### config.mk
export PLATFORM = sky130hd
export DESIGN_NAME = transpose_conv_weight_splitter_flat
export DESIGN_NICKNAME = d
export VERILOG_FILES = /design/src/tcws_pkg.sv /design/src/tcws_if.sv /design/src/transpose_conv_weight_splitter.sv /design/src/tcws_front.sv /design/src/tcws_fifo.sv /design/src/tcws_back.sv /design/src/flat_wrapper.sv
export SDC_FILE = /design/constraint.sdc
export NUM_CORES = 2
export LEC_CHECK = 0
export BUFFER_PORTS_ARGS = -buffer_cell sky130_fd_sc_hd__buf_2
export CORE_ASPECT_RATIO = 1.25
export CORE_UTILIZATION = 54
export CTS_BUF_LIST = sky130_fd_sc_hd__clkbuf_8
export DETAILED_ROUTE_END_ITERATION = 16
export PLACE_DENSITY = 0.7
export SLEW_MARGIN = 30
export SYNTH_ARGS = -nofsm -noshare
export SYNTH_HDL_FRONTEND = slang
export SYNTH_HIERARCHICAL = 1
export SYNTH_SLANG_ARGS = --single-unit
export TNS_END_PERCENT = 5
### constraint.sdc
create_clock -name clock -period 9.28 [get_ports clock]
set_input_delay 1.392 -clock clock [delete_from_list [all_inputs] [get_ports clock]]
set_output_delay 1.392 -clock clock [all_outputs]
set_load 0.05 [all_outputs]
### src/tcws_pkg.sv
// ----------------------------------------------------------------------------
// tcws_pkg
// Shared widths, register indexes and item types of the transposed-convolution
// weight splitter.
// ----------------------------------------------------------------------------
package tcws_pkg;

   // defaults of the top-level parameters
   localparam int MAX_KERNEL_SIZE_DEF = 16;
   localparam int MAX_CHANNELS_DEF    = 256;
   localparam int MAX_STRIDE_DEF      = 8;

   // internal field widths, sized for the top of each parameter's range
   localparam int KS_W  = 6;   // kernel position or quotient, below 64
   localparam int KN_W  = 7;   // kernel size, up to 64
   localparam int CH_W  = 12;  // channel position, below 4096
   localparam int CN_W  = 13;  // channel count, up to 4096
   localparam int PH_W  = 4;   // stride phase, below 16
   localparam int SN_W  = 5;   // stride, up to 16
   localparam int IDX_W = 24;  // sub-kernel index
   localparam int WGT_W = 8;

   // configuration port
   localparam int CSR_IDX_W  = 3;
   localparam int CSR_DATA_W = 9;

   localparam logic [CSR_IDX_W-1:0] CSR_OUT_CHANNELS      = 3'd0;
   localparam logic [CSR_IDX_W-1:0] CSR_KERNEL_ROWS       = 3'd1;
   localparam logic [CSR_IDX_W-1:0] CSR_KERNEL_COLS       = 3'd2;
   localparam logic [CSR_IDX_W-1:0] CSR_IN_CHANNELS       = 3'd3;
   localparam logic [CSR_IDX_W-1:0] CSR_STRIDE_VERTICAL   = 3'd4;
   localparam logic [CSR_IDX_W-1:0] CSR_STRIDE_HORIZONTAL = 3'd5;

   localparam int FIFO_DEPTH = 4;

   // clamped configuration
   typedef struct packed {
      logic [CN_W-1:0] oc_n;
      logic [KN_W-1:0] kr;
      logic [KN_W-1:0] kc;
      logic [CN_W-1:0] ic_n;
      logic [SN_W-1:0] sv;
      logic [SN_W-1:0] sh;
   } cfg_type;

   // (size - 1) split by stride: quotient and remainder per axis
   typedef struct packed {
      logic [KS_W-1:0] q_row;
      logic [PH_W-1:0] rem_row;
      logic [KS_W-1:0] q_col;
      logic [PH_W-1:0] rem_col;
   } geo_type;

   // classified weight between front and back
   typedef struct packed {
      logic [CH_W-1:0]         oc;
      logic [KS_W-1:0]         q_row;
      logic [PH_W-1:0]         ph_row;
      logic [KS_W-1:0]         q_col;
      logic [PH_W-1:0]         ph_col;
      logic [CH_W-1:0]         ic;
      logic                    last;
      logic signed [WGT_W-1:0] weight;
   } item_type;

endpackage

### src/tcws_if.sv
// ----------------------------------------------------------------------------
// tcws_if
// Valid/ready channels of the weight splitter: weight requests and split
// responses.
// ----------------------------------------------------------------------------
interface tcws_req_if;
   logic              valid;
   logic              ready;
   logic signed [7:0] weight;

   modport source (output valid, output weight, input ready);
   modport sink   (input valid, input weight, output ready);
endinterface

interface tcws_rsp_if;
   logic              valid;
   logic              ready;
   logic [2:0]        phase_row;
   logic [2:0]        phase_col;
   logic [4:0]        sub_rows;
   logic [4:0]        sub_cols;
   logic [23:0]       sub_index;
   logic signed [7:0] weight_out;
   logic              last_weight;

   modport source (output valid, output phase_row, output phase_col, output sub_rows,
                   output sub_cols, output sub_index, output weight_out,
                   output last_weight, input ready);
   modport sink   (input valid, input phase_row, input phase_col, input sub_rows,
                   input sub_cols, input sub_index, input weight_out,
                   input last_weight, output ready);
endinterface

### src/transpose_conv_weight_splitter.sv
// ----------------------------------------------------------------------------
// transpose_conv_weight_splitter
// Splits a transposed-convolution kernel, streamed one weight per item, into
// its stride-phase sub-kernels with flipped flat indexes.
// ----------------------------------------------------------------------------
// Usage:
//   req_ch carries one signed weight per item in raw order (output channel,
//   row, column, input channel). rsp_ch returns one item per weight: phase,
//   sub-kernel size, flat index in the flipped sub-kernel, the weight and a
//   last-weight flag. Both are valid/ready channels.
//   The csr_ port writes the six geometry registers; values are clamped to
//   their legal range. Any write to a listed register restarts the kernel at
//   its first weight and starts a geometry sweep over max(rows, cols) kernel
//   positions, during which req_ch.ready stays low. Write only while no item is
//   in flight. Throughput is one item per cycle while rsp_ch is ready and no
//   geometry sweep runs. A taken request is written into the queue, then passes
//   through the address stages a, b and c, each doing a multiply-add; c is the
//   response register.
//   A four-entry queue between the classifier and the address pipeline lets
//   requests keep flowing while rsp_ch is stalled; once the queue and the
//   pipeline fill, req_ch.ready drops. Reset empties everything, sets all
//   registers to 1 and clears the position counters.
// ----------------------------------------------------------------------------
module transpose_conv_weight_splitter import tcws_pkg::*; #(
   parameter int MAX_KERNEL_SIZE = MAX_KERNEL_SIZE_DEF,
   parameter int MAX_CHANNELS    = MAX_CHANNELS_DEF,
   parameter int MAX_STRIDE      = MAX_STRIDE_DEF
) (
   input  logic                  clock,
   input  logic                  reset,
   tcws_req_if.sink              req_ch,
   tcws_rsp_if.source            rsp_ch,
   input  logic                  csr_we,
   input  logic [CSR_IDX_W-1:0]  csr_index,
   input  logic [CSR_DATA_W-1:0] csr_wdata
);

   logic [8:0] oc_reg_ff, oc_reg_in;
   logic [4:0] kr_reg_ff, kr_reg_in;
   logic [4:0] kc_reg_ff, kc_reg_in;
   logic [8:0] ic_reg_ff, ic_reg_in;
   logic [3:0] sv_reg_ff, sv_reg_in;
   logic [3:0] sh_reg_ff, sh_reg_in;
   logic       restart;

   cfg_type  cfg;
   geo_type  geo;
   item_type push_item, pop_item;
   logic     push, pop, q_full, q_empty, setup_busy;

   always_comb begin
      oc_reg_in = oc_reg_ff;
      kr_reg_in = kr_reg_ff;
      kc_reg_in = kc_reg_ff;
      ic_reg_in = ic_reg_ff;
      sv_reg_in = sv_reg_ff;
      sh_reg_in = sh_reg_ff;
      restart   = 1'b0;
      if (csr_we) begin
         restart = 1'b1;
         case (csr_index)
            CSR_OUT_CHANNELS:      oc_reg_in = csr_wdata;
            CSR_KERNEL_ROWS:       kr_reg_in = csr_wdata[4:0];
            CSR_KERNEL_COLS:       kc_reg_in = csr_wdata[4:0];
            CSR_IN_CHANNELS:       ic_reg_in = csr_wdata;
            CSR_STRIDE_VERTICAL:   sv_reg_in = csr_wdata[3:0];
            CSR_STRIDE_HORIZONTAL: sh_reg_in = csr_wdata[3:0];
            default:               restart   = 1'b0;   // unknown index: keep position
         endcase
      end
   end

   always_ff @(posedge clock) begin
      if (reset) begin
         oc_reg_ff <= 9'd1;
         kr_reg_ff <= 5'd1;
         kc_reg_ff <= 5'd1;
         ic_reg_ff <= 9'd1;
         sv_reg_ff <= 4'd1;
         sh_reg_ff <= 4'd1;
      end else begin
         oc_reg_ff <= oc_reg_in;
         kr_reg_ff <= kr_reg_in;
         kc_reg_ff <= kc_reg_in;
         ic_reg_ff <= ic_reg_in;
         sv_reg_ff <= sv_reg_in;
         sh_reg_ff <= sh_reg_in;
      end
   end

   // clamp: zero reads as one, large values saturate at the maximum
   always_comb begin
      cfg.oc_n = (oc_reg_ff == '0) ? CN_W'(1) :
                 (32'(oc_reg_ff) > MAX_CHANNELS) ? CN_W'(MAX_CHANNELS) : CN_W'(oc_reg_ff);
      cfg.ic_n = (ic_reg_ff == '0) ? CN_W'(1) :
                 (32'(ic_reg_ff) > MAX_CHANNELS) ? CN_W'(MAX_CHANNELS) : CN_W'(ic_reg_ff);
      cfg.kr   = (kr_reg_ff == '0) ? KN_W'(1) :
                 (32'(kr_reg_ff) > MAX_KERNEL_SIZE) ? KN_W'(MAX_KERNEL_SIZE) : KN_W'(kr_reg_ff);
      cfg.kc   = (kc_reg_ff == '0) ? KN_W'(1) :
                 (32'(kc_reg_ff) > MAX_KERNEL_SIZE) ? KN_W'(MAX_KERNEL_SIZE) : KN_W'(kc_reg_ff);
      cfg.sv   = (sv_reg_ff == '0) ? SN_W'(1) :
                 (32'(sv_reg_ff) > MAX_STRIDE) ? SN_W'(MAX_STRIDE) : SN_W'(sv_reg_ff);
      cfg.sh   = (sh_reg_ff == '0) ? SN_W'(1) :
                 (32'(sh_reg_ff) > MAX_STRIDE) ? SN_W'(MAX_STRIDE) : SN_W'(sh_reg_ff);
   end

   tcws_front u_front (
      .clock     (clock),
      .reset     (reset),
      .restart   (restart),
      .cfg       (cfg),
      .req_ch    (req_ch),
      .fifo_full (q_full),
      .fifo_wr   (push),
      .fifo_item (push_item),
      .geo       (geo),
      .busy      (setup_busy)
   );

   tcws_fifo u_fifo (
      .clock   (clock),
      .reset   (reset),
      .wr      (push),
      .wr_item (push_item),
      .rd      (pop),
      .rd_item (pop_item),
      .full    (q_full),
      .empty   (q_empty)
   );

   tcws_back u_back (
      .clock      (clock),
      .reset      (reset),
      .geo        (geo),
      .ic_n       (cfg.ic_n),
      .fifo_empty (q_empty),
      .fifo_item  (pop_item),
      .fifo_rd    (pop),
      .rsp_ch     (rsp_ch)
   );

`ifndef NO_ASSERTIONS
   // a register write blocks requests while the geometry is re-derived
   assert property (@(posedge clock) disable iff (reset)
      (csr_we && restart) |=> (setup_busy && !req_ch.ready))
      else $error("request taken during geometry sweep");

   // reset leaves no response behind
   assert property (@(posedge clock)
      $past(reset) |-> !rsp_ch.valid)
      else $error("response valid straight after reset");

   // the classifier never pushes into a full queue
   assert property (@(posedge clock) disable iff (reset)
      !(push && q_full && !pop))
      else $error("queue overrun");
`endif

endmodule

### src/tcws_front.sv
// ----------------------------------------------------------------------------
// tcws_front
// Accepts weights, tracks kernel position with phase and quotient counters,
// and classifies each weight into the queue. After a register write it sweeps
// the kernel size once to find the sub-kernel geometry.
// ----------------------------------------------------------------------------
module tcws_front import tcws_pkg::*; (
   input  logic           clock,
   input  logic           reset,
   input  logic           restart,
   input  cfg_type        cfg,
   tcws_req_if.sink       req_ch,
   input  logic           fifo_full,
   output logic           fifo_wr,
   output item_type       fifo_item,
   output geo_type        geo,
   output logic           busy
);

   logic [CH_W-1:0] oc_ff, oc_in;
   logic [KS_W-1:0] row_ff, row_in, col_ff, col_in;
   logic [CH_W-1:0] ic_ff, ic_in;
   logic [PH_W-1:0] phr_ff, phr_in, phc_ff, phc_in;
   logic [KS_W-1:0] qr_ff, qr_in, qc_ff, qc_in;

   logic            busy_ff, busy_in;
   logic [KS_W-1:0] sw_j_ff, sw_j_in;
   logic [PH_W-1:0] sw_phr_ff, sw_phr_in, sw_phc_ff, sw_phc_in;
   logic [KS_W-1:0] sw_qr_ff, sw_qr_in, sw_qc_ff, sw_qc_in;
   geo_type         geo_ff, geo_in;

   logic            accept;
   logic            ic_last, col_last, row_last, oc_last;
   logic            phr_wrap, phc_wrap, swr_wrap, swc_wrap;
   logic [KN_W-1:0] kmax;

   assign req_ch.ready = !busy_ff && !fifo_full;
   assign accept       = req_ch.valid && req_ch.ready;
   assign geo          = geo_ff;
   assign busy         = busy_ff;

   assign ic_last  = ({1'b0, ic_ff}  == cfg.ic_n - CN_W'(1));
   assign col_last = ({1'b0, col_ff} == cfg.kc - KN_W'(1));
   assign row_last = ({1'b0, row_ff} == cfg.kr - KN_W'(1));
   assign oc_last  = ({1'b0, oc_ff}  == cfg.oc_n - CN_W'(1));
   assign phr_wrap = ({1'b0, phr_ff} == cfg.sv - SN_W'(1));
   assign phc_wrap = ({1'b0, phc_ff} == cfg.sh - SN_W'(1));
   assign swr_wrap = ({1'b0, sw_phr_ff} == cfg.sv - SN_W'(1));
   assign swc_wrap = ({1'b0, sw_phc_ff} == cfg.sh - SN_W'(1));
   assign kmax     = (cfg.kr > cfg.kc) ? cfg.kr : cfg.kc;

   always_comb begin
      fifo_wr          = accept;
      fifo_item.oc     = oc_ff;
      fifo_item.q_row  = qr_ff;
      fifo_item.ph_row = phr_ff;
      fifo_item.q_col  = qc_ff;
      fifo_item.ph_col = phc_ff;
      fifo_item.ic     = ic_ff;
      fifo_item.last   = oc_last && row_last && col_last && ic_last;
      fifo_item.weight = req_ch.weight;

      oc_in  = oc_ff;
      row_in = row_ff;
      col_in = col_ff;
      ic_in  = ic_ff;
      phr_in = phr_ff;
      phc_in = phc_ff;
      qr_in  = qr_ff;
      qc_in  = qc_ff;

      // advance in raw order: input channel fastest, then column, row, output channel
      if (accept) begin
         ic_in = ic_ff + CH_W'(1);
         if (ic_last) begin
            ic_in  = '0;
            col_in = col_ff + KS_W'(1);
            phc_in = phc_ff + PH_W'(1);
            if (phc_wrap) begin
               phc_in = '0;
               qc_in  = qc_ff + KS_W'(1);
            end
            if (col_last) begin
               col_in = '0;
               phc_in = '0;
               qc_in  = '0;
               row_in = row_ff + KS_W'(1);
               phr_in = phr_ff + PH_W'(1);
               if (phr_wrap) begin
                  phr_in = '0;
                  qr_in  = qr_ff + KS_W'(1);
               end
               if (row_last) begin
                  row_in = '0;
                  phr_in = '0;
                  qr_in  = '0;
                  oc_in  = oc_last ? '0 : oc_ff + CH_W'(1);
               end
            end
         end
      end

      busy_in   = busy_ff;
      sw_j_in   = sw_j_ff;
      sw_phr_in = sw_phr_ff;
      sw_phc_in = sw_phc_ff;
      sw_qr_in  = sw_qr_ff;
      sw_qc_in  = sw_qc_ff;
      geo_in    = geo_ff;

      // geometry sweep: walk positions 0 .. max(kr, kc) - 1, latch at the last tap
      if (busy_ff) begin
         if ({1'b0, sw_j_ff} == cfg.kr - KN_W'(1)) begin
            geo_in.q_row   = sw_qr_ff;
            geo_in.rem_row = sw_phr_ff;
         end
         if ({1'b0, sw_j_ff} == cfg.kc - KN_W'(1)) begin
            geo_in.q_col   = sw_qc_ff;
            geo_in.rem_col = sw_phc_ff;
         end
         if ({1'b0, sw_j_ff} == kmax - KN_W'(1)) begin
            busy_in = 1'b0;
         end
         sw_j_in   = sw_j_ff + KS_W'(1);
         sw_phr_in = swr_wrap ? '0 : sw_phr_ff + PH_W'(1);
         sw_qr_in  = swr_wrap ? sw_qr_ff + KS_W'(1) : sw_qr_ff;
         sw_phc_in = swc_wrap ? '0 : sw_phc_ff + PH_W'(1);
         sw_qc_in  = swc_wrap ? sw_qc_ff + KS_W'(1) : sw_qc_ff;
      end

      if (restart) begin
         oc_in     = '0;
         row_in    = '0;
         col_in    = '0;
         ic_in     = '0;
         phr_in    = '0;
         phc_in    = '0;
         qr_in     = '0;
         qc_in     = '0;
         busy_in   = 1'b1;
         sw_j_in   = '0;
         sw_phr_in = '0;
         sw_phc_in = '0;
         sw_qr_in  = '0;
         sw_qc_in  = '0;
      end
   end

   always_ff @(posedge clock) begin
      if (reset) begin
         oc_ff     <= '0;
         row_ff    <= '0;
         col_ff    <= '0;
         ic_ff     <= '0;
         phr_ff    <= '0;
         phc_ff    <= '0;
         qr_ff     <= '0;
         qc_ff     <= '0;
         busy_ff   <= 1'b0;
         sw_j_ff   <= '0;
         sw_phr_ff <= '0;
         sw_phc_ff <= '0;
         sw_qr_ff  <= '0;
         sw_qc_ff  <= '0;
         geo_ff    <= '0;   // geometry of a 1x1 kernel at stride 1
      end else begin
         oc_ff     <= oc_in;
         row_ff    <= row_in;
         col_ff    <= col_in;
         ic_ff     <= ic_in;
         phr_ff    <= phr_in;
         phc_ff    <= phc_in;
         qr_ff     <= qr_in;
         qc_ff     <= qc_in;
         busy_ff   <= busy_in;
         sw_j_ff   <= sw_j_in;
         sw_phr_ff <= sw_phr_in;
         sw_phc_ff <= sw_phc_in;
         sw_qr_ff  <= sw_qr_in;
         sw_qc_ff  <= sw_qc_in;
         geo_ff    <= geo_in;
      end
   end

endmodule

### src/tcws_fifo.sv
// ----------------------------------------------------------------------------
// tcws_fifo
// Short queue of classified items between front and back.
// ----------------------------------------------------------------------------
module tcws_fifo import tcws_pkg::*; (
   input  logic     clock,
   input  logic     reset,
   input  logic     wr,
   input  item_type wr_item,
   input  logic     rd,
   output item_type rd_item,
   output logic     full,
   output logic     empty
);

   localparam int PTR_W = (FIFO_DEPTH > 1) ? $clog2(FIFO_DEPTH) : 1;
   localparam int CNT_W = $clog2(FIFO_DEPTH + 1);

   item_type         mem_ff [FIFO_DEPTH];
   logic [PTR_W-1:0] wp_ff, wp_in, rp_ff, rp_in;
   logic [CNT_W-1:0] cnt_ff, cnt_in;

   assign full    = (cnt_ff == CNT_W'(FIFO_DEPTH));
   assign empty   = (cnt_ff == '0);
   assign rd_item = mem_ff[rp_ff];

   always_comb begin
      wp_in  = wp_ff;
      rp_in  = rp_ff;
      cnt_in = cnt_ff;
      if (wr) begin
         wp_in = (wp_ff == PTR_W'(FIFO_DEPTH - 1)) ? '0 : wp_ff + PTR_W'(1);
      end
      if (rd) begin
         rp_in = (rp_ff == PTR_W'(FIFO_DEPTH - 1)) ? '0 : rp_ff + PTR_W'(1);
      end
      if (wr && !rd) begin
         cnt_in = cnt_ff + CNT_W'(1);
      end else if (rd && !wr) begin
         cnt_in = cnt_ff - CNT_W'(1);
      end
   end

   always_ff @(posedge clock) begin
      if (wr) begin
         mem_ff[wp_ff] <= wr_item;
      end
   end

   always_ff @(posedge clock) begin
      if (reset) begin
         wp_ff  <= '0;
         rp_ff  <= '0;
         cnt_ff <= '0;
      end else begin
         wp_ff  <= wp_in;
         rp_ff  <= rp_in;
         cnt_ff <= cnt_in;
      end
   end

endmodule

### src/tcws_back.sv
// ----------------------------------------------------------------------------
// tcws_back
// Three-stage address pipeline: the first stage finds sub-kernel size and
// flipped tap, and each stage does one multiply-add for the flat index. The
// last stage is the response register.
// ----------------------------------------------------------------------------
module tcws_back import tcws_pkg::*; (
   input  logic            clock,
   input  logic            reset,
   input  geo_type         geo,
   input  logic [CN_W-1:0] ic_n,
   input  logic            fifo_empty,
   input  item_type        fifo_item,
   output logic            fifo_rd,
   tcws_rsp_if.source      rsp_ch
);

   typedef struct packed {
      logic [IDX_W-1:0]        acc;
      logic [KN_W-1:0]         srows;
      logic [KN_W-1:0]         scols;
      logic [KS_W-1:0]         fc;
      logic [CH_W-1:0]         ic;
      logic [PH_W-1:0]         ph_row;
      logic [PH_W-1:0]         ph_col;
      logic                    last;
      logic signed [WGT_W-1:0] weight;
   } stage_type;

   logic      a_v_ff, a_v_in, b_v_ff, b_v_in, c_v_ff, c_v_in;
   stage_type a_ff, a_in, b_ff, b_in, c_ff, c_in;
   logic      a_go, b_go, c_go;
   logic [KN_W-1:0] srows, scols;
   logic [KS_W-1:0] fr, fc;

   // a stage moves when the one after it is empty or moving too
   assign c_go    = !c_v_ff || rsp_ch.ready;
   assign b_go    = !b_v_ff || c_go;
   assign a_go    = !a_v_ff || b_go;
   assign fifo_rd = !fifo_empty && a_go;

   always_comb begin
      // phases up to the remainder of (size - 1) get one extra tap
      srows = (fifo_item.ph_row <= geo.rem_row) ? {1'b0, geo.q_row} + KN_W'(1)
                                                : {1'b0, geo.q_row};
      scols = (fifo_item.ph_col <= geo.rem_col) ? {1'b0, geo.q_col} + KN_W'(1)
                                                : {1'b0, geo.q_col};
      fr    = KS_W'(srows - KN_W'(1) - {1'b0, fifo_item.q_row});
      fc    = KS_W'(scols - KN_W'(1) - {1'b0, fifo_item.q_col});

      a_in.acc    = IDX_W'(fifo_item.oc) * IDX_W'(srows) + IDX_W'(fr);
      a_in.srows  = srows;
      a_in.scols  = scols;
      a_in.fc     = fc;
      a_in.ic     = fifo_item.ic;
      a_in.ph_row = fifo_item.ph_row;
      a_in.ph_col = fifo_item.ph_col;
      a_in.last   = fifo_item.last;
      a_in.weight = fifo_item.weight;

      b_in     = a_ff;
      b_in.acc = a_ff.acc * IDX_W'(a_ff.scols) + IDX_W'(a_ff.fc);

      c_in     = b_ff;
      c_in.acc = b_ff.acc * IDX_W'(ic_n) + IDX_W'(b_ff.ic);

      a_v_in = a_go ? fifo_rd : a_v_ff;
      b_v_in = b_go ? a_v_ff : b_v_ff;
      c_v_in = c_go ? b_v_ff : c_v_ff;
   end

   always_ff @(posedge clock) begin
      if (fifo_rd) begin
         a_ff <= a_in;
      end
      if (b_go && a_v_ff) begin
         b_ff <= b_in;
      end
      if (c_go && b_v_ff) begin
         c_ff <= c_in;
      end
   end

   always_ff @(posedge clock) begin
      if (reset) begin
         a_v_ff <= 1'b0;
         b_v_ff <= 1'b0;
         c_v_ff <= 1'b0;
      end else begin
         a_v_ff <= a_v_in;
         b_v_ff <= b_v_in;
         c_v_ff <= c_v_in;
      end
   end

   assign rsp_ch.valid       = c_v_ff;
   assign rsp_ch.phase_row   = c_ff.ph_row[2:0];
   assign rsp_ch.phase_col   = c_ff.ph_col[2:0];
   assign rsp_ch.sub_rows    = c_ff.srows[4:0];
   assign rsp_ch.sub_cols    = c_ff.scols[4:0];
   assign rsp_ch.sub_index   = c_ff.acc;
   assign rsp_ch.weight_out  = c_ff.weight;
   assign rsp_ch.last_weight = c_ff.last;

endmodule

### src/flat_wrapper.sv
// flat-port wrapper written by rule: the top's interface ports become plain ports
module transpose_conv_weight_splitter_flat import tcws_pkg::*;
#(
   parameter int MAX_KERNEL_SIZE = MAX_KERNEL_SIZE_DEF,
   parameter int MAX_CHANNELS    = MAX_CHANNELS_DEF,
   parameter int MAX_STRIDE      = MAX_STRIDE_DEF
)
  (clock, reset, csr_we, csr_index, csr_wdata, req_ch_valid, req_ch_weight, req_ch_ready, rsp_ch_valid, rsp_ch_phase_row, rsp_ch_phase_col, rsp_ch_sub_rows, rsp_ch_sub_cols, rsp_ch_sub_index, rsp_ch_weight_out, rsp_ch_last_weight, rsp_ch_ready);
  tcws_req_if req_ch_i ();
  tcws_rsp_if rsp_ch_i ();
  input  logic clock;
  input  logic reset;
  input  logic csr_we;
  input  logic [CSR_IDX_W-1:0] csr_index;
  input  logic [CSR_DATA_W-1:0] csr_wdata;
  input wire logic [$bits(req_ch_i.valid)-1:0] req_ch_valid;
  input wire logic [$bits(req_ch_i.weight)-1:0] req_ch_weight;
  output wire logic [$bits(req_ch_i.ready)-1:0] req_ch_ready;
  output wire logic [$bits(rsp_ch_i.valid)-1:0] rsp_ch_valid;
  output wire logic [$bits(rsp_ch_i.phase_row)-1:0] rsp_ch_phase_row;
  output wire logic [$bits(rsp_ch_i.phase_col)-1:0] rsp_ch_phase_col;
  output wire logic [$bits(rsp_ch_i.sub_rows)-1:0] rsp_ch_sub_rows;
  output wire logic [$bits(rsp_ch_i.sub_cols)-1:0] rsp_ch_sub_cols;
  output wire logic [$bits(rsp_ch_i.sub_index)-1:0] rsp_ch_sub_index;
  output wire logic [$bits(rsp_ch_i.weight_out)-1:0] rsp_ch_weight_out;
  output wire logic [$bits(rsp_ch_i.last_weight)-1:0] rsp_ch_last_weight;
  input wire logic [$bits(rsp_ch_i.ready)-1:0] rsp_ch_ready;
  assign req_ch_i.valid = req_ch_valid;
  assign req_ch_i.weight = req_ch_weight;
  assign req_ch_ready = req_ch_i.ready;
  assign rsp_ch_valid = rsp_ch_i.valid;
  assign rsp_ch_phase_row = rsp_ch_i.phase_row;
  assign rsp_ch_phase_col = rsp_ch_i.phase_col;
  assign rsp_ch_sub_rows = rsp_ch_i.sub_rows;
  assign rsp_ch_sub_cols = rsp_ch_i.sub_cols;
  assign rsp_ch_sub_index = rsp_ch_i.sub_index;
  assign rsp_ch_weight_out = rsp_ch_i.weight_out;
  assign rsp_ch_last_weight = rsp_ch_i.last_weight;
  assign rsp_ch_i.ready = rsp_ch_ready;
  transpose_conv_weight_splitter #(.MAX_KERNEL_SIZE(MAX_KERNEL_SIZE), .MAX_CHANNELS(MAX_CHANNELS), .MAX_STRIDE(MAX_STRIDE)) u_core (.clock(clock), .reset(reset), .req_ch(req_ch_i), .rsp_ch(rsp_ch_i), .csr_we(csr_we), .csr_index(csr_index), .csr_wdata(csr_wdata));
endmodule
==> key figures <==
STA
  • Crit share post-route: 82.2%
  • Highest clock frequency the design can meet: 0.131 GHz
  • Final sum of negative setup slack: 0 ns
  • Setup clock skew after layout: 0.0538 ns
  • Hold_ws: 0.418 ns
  • Setup-violating endpoint count in the final report: 0
  • Unrepaired setup endpoints after global routing: no
  • Number of slew-limit violations in the final report: 0
  • Shortest clock period the worst path allows after layout: 7.63 ns
  • Final hold viol count: 0
  • Actual slew at the worst max-slew pin: 0.942 ns
  • Tightest slew margin relative to the limit: 37.2%

Setup path
  • Reg-to-reg setup timing slack: 1.65 ns
  • Top fanout value on the critical path: 16
  • Data arrival time of the critical path: 8.03 ns
  • Required time of the worst setup path: slightly below 10 ns
  • Cell mode on critical path: o21a_1
  • Setup Crit Path Kind: reg -> reg
  • Worst setup EP type: flip-flop
  • Slowest-stage cell, CP: mux4_2
  • Critical path's largest stage delay: 0.56 ns
  • Critical Path Start Type: flip-flop

Yosys
  • Library cells used by synthesis: 93
  • Number of enable-type register cells in the synthesized netlist: roughly 390
  • Total of flip-flops plus latches after synthesis: 538
  • Post-synthesis area per instance: 11.4 µm²
  • Proportion of netlist area held by the largest area contributor: 30.9%
  • Share of flip-flops with an asynchronous set or reset: 0%
  • Top cell type by total area after synthesis: edfxtp_1
  • Cells taking the most area after synthesis: edfxtp_1 (31%), fa_1 (17%), dfxtp_1 (8.0%)
  • Netlist Area Pre-Place: 37600 µm²
  • Synthesis warning total: 6
  • Dominant register cell in the synthesized netlist: edfxtp_1
  • Synthesized instance count: 3304
  • Post-synthesis sequential area ratio: 39.0%

CTS
  • Clock buffer count from CTS: 89
  • Max clock buf depth: 3
  • Clock Latency Late Sink: 0.71 ns
  • Clock sink count: 538
  • Number of buffers inserted by post-CTS setup repair: 0
  • Cts repair resizes: 0
  • Root Buffer Master: clkbuf_8
  • Quantity of hold-fixing buffers added after cts: 0
  • Deepest level of the CTS H-tree: 3
  • Clock transition time at the flip-flop clock pins of the worst setup and hold paths: 0.06 ns
  • Clock tree from TritonCTS: done

Run status
  • Run status: completed

Placed design
  • Post-place instance area: 39000 µm²
  • Final weighted congestion in routability-driven placement: 0.870
  • Total of buffers placed on input and output ports: 75
  • Sum of net half-perimeters after detailed placement: about 60000 µm

Detailed routing
  • Via-per-instance ratio: 5.53
  • DRT Pass-1 Iters: 7
  • DRT iter0 DRCs: 1557
  • Wire length per cell after detailed routing: between 15 and 20 µm
  • Number of nets with antenna violations after routing: 0
  • Total via count after detailed routing: between 20k and 25k
  • Remaining design rule violation count: 0
  • Overall routed net length: just over 80000 µm

Final layout
  • Net count reported at finish: 3997
  • Fraction of layout instances using a drive strength above 1: 9.69%
  • Flip-flop and latch area: about 15000 µm²
  • Core occupancy in the finished layout: around three fifths
  • Final instance area: 40800 µm²
  • Growth of design area from synthesis to finish: 8.67%
  • Area occupied by multi-input gates: 21100 µm²
  • Count of fill cells added during filler insertion: 5611

Hold path
  • Hold crit path type: reg -> reg

Floorplan
  • Initial cell density of the core: 54.8%
  • Placement Rows: ~110
  • Width of the die: ~240 µm
  • Die boundary height: 297 µm
  • Die area: just over 70000 µm²
  • Core region area: 68500 µm²
  • Num ports: 76

Global routing
  • Total congestion overflow: 0
  • Antenna violations before repair: 1
  • Global-route wire length before repair: ~130000 µm
  • Global router's overall resource usage: between 20% and 30%
  • Maximum number of pins on one net before global-route repair: 78
  • Vias in the first global route: 26.4k

Run
  • Max-capacitance violation count: 0
-- layer usage --
| layer | vias up | track usage, % | share of wire [%] |
|---|---|---|---|
| met1 | 12300 | 27.4 | 39 |
| met3 | 171 | 3.47 | 4.6 |
| li1 | 11300 | - | - |
| met4 | 0 | 9.74 | 3.1 |
| met2 | 675 | 44.5 | 54 |
| met5 | - | 0 | 0 |
-- cell families (layout without fill, tap and decap cells) --
| group | Yosys count | in the layout | share of synthesized area, % |
|---|---|---|---|
| and+or+nand+nor | 1029 | 1029 | 14.5 |
| DFF | 538 | 538 | 39.0 |
| xor gates and xnor gates | 212 | 212 | 5.20 |
| buffers and inverters | 540 | 673 | 5.75 |
| adders and majority gates | 543 | 543 | 24.6 |
| muxes | 130 | 130 | 5.30 |
| other | 1 | 64 | 0.00998 |
| AOI/OAI and AO/OA | 311 | 311 | 5.58 |
-- flip-flops by register name, summed over array words and instances, names as in the netlist, 6 cells and up, named ones only --
signal                           flops
u_core/u_back/b_ff                  61
u_core/u_front/sw_qc_ff              6
u_core/u_front/ic_ff                12
u_core/u_front/geo                  20
u_core/u_front/oc_ff                12
u_core/u_front/row_ff                6
u_core/oc_reg_ff                     9
u_core/u_fifo/mem_ff               212
u_core/u_front/qc_ff                 6
u_core/u_front/sw_qr_ff              6
u_core/u_back/rsp_ch.sub_index      24
u_core/u_front/col_ff                6
u_core/ic_reg_ff                     9
u_core/u_front/qr_ff                 6
u_core/u_back/rsp_ch.weight_out      8
u_core/u_front/sw_j_ff               6
u_core/u_back/a_ff                  65
-- placed cells by master (no fill, tap or decap), types with 11 or more instances in the layout --
cell type	instances
a211oi_1	12
a21o_1	21
a21oi_1	96
and2_1	215
and3_1	18
buf_2	75
buf_4	25
clkbuf_8	97
clkinv_1	14
clkinv_2	12
conb_1	63
dfxtp_1	149
edfxtp_1	387
fa_1	328
ha_1	215
inv_1	430
mux2i_1	74
mux4_2	51
nand2_1	296
nand2b_1	57
nand3_1	43
nand4_1	34
nor2_1	140
nor2b_1	52
nor3_1	37
nor3b_1	12
nor4_1	11
o21a_1	22
o21ai_0	46
o21bai_1	13
o31ai_1	18
or3_1	24
or4_1	29
xnor2_1	133
xor2_1	68
-- worst max-delay path: cells and delay by family (launching register included) --
kind | cells | cell delay (ns)
xor gates and xnor gates | 2 | 0.32
AOI/OAI and AO/OA | 13 | 2.55
DFF | 1 | 0.54
buffers and inverters | 3 | 0.36
and+or+nand+nor | 1 | 0.14
muxes | 3 | 1.04
adders and majority gates | 6 | 2.38
-- area by class of cell --
type,instances,share of cell area [%]
clock buffer,97,3.27
timing repair buffer,103,1.48
inverter,409,3.76
multi-input combinational,2288,51.6
clock inverter,64,1.11
tap,926,2.84
antenna,1,0.00613
sequential,538,35.9
-- metrics by stage --
step / setup slack [ns] / std cells
6_report: 1.65 / 4426
5_1_grt: 1.19 / 4426
4_1_cts: 1.32 / 4424
3_5_place_dp: 1.36 / 4263
3_3_place_gp: 1.45 / 4262
2_1_floorplan: 1.95 / 3366
-- Yosys cell counts, types with 47 or more instances --
cell	instances
mux2i_1	74
mux4_2	51
and2_1	219
inv_1	408
o21ai_0	47
nand2b_1	57
a21oi_1	97
clkbuf_1	101
edfxtp_1	387
ha_1	215
dfxtp_1	151
nand2_1	296
xor2_1	68
nor2_1	140
xnor2_1	137
fa_1	328
nor2b_1	59
-- path summary, 6_finish.rpt --
check	start	endpoint	depth (start not counted)
max	flip-flop	u_core/u_back/a_ff[65]	28
min	u_core/u_back/a_ff[19]	u_core/u_back/b_ff[19]	0
max reg2reg	flip-flop	u_core/u_back/a_ff[65]	28
min reg2reg	u_core/u_back/a_ff[19]	u_core/u_back/b_ff[19]	0
Power is not shown: default switching activity piles up to over one toggle a cycle in this logic, so the estimate is an artifact.
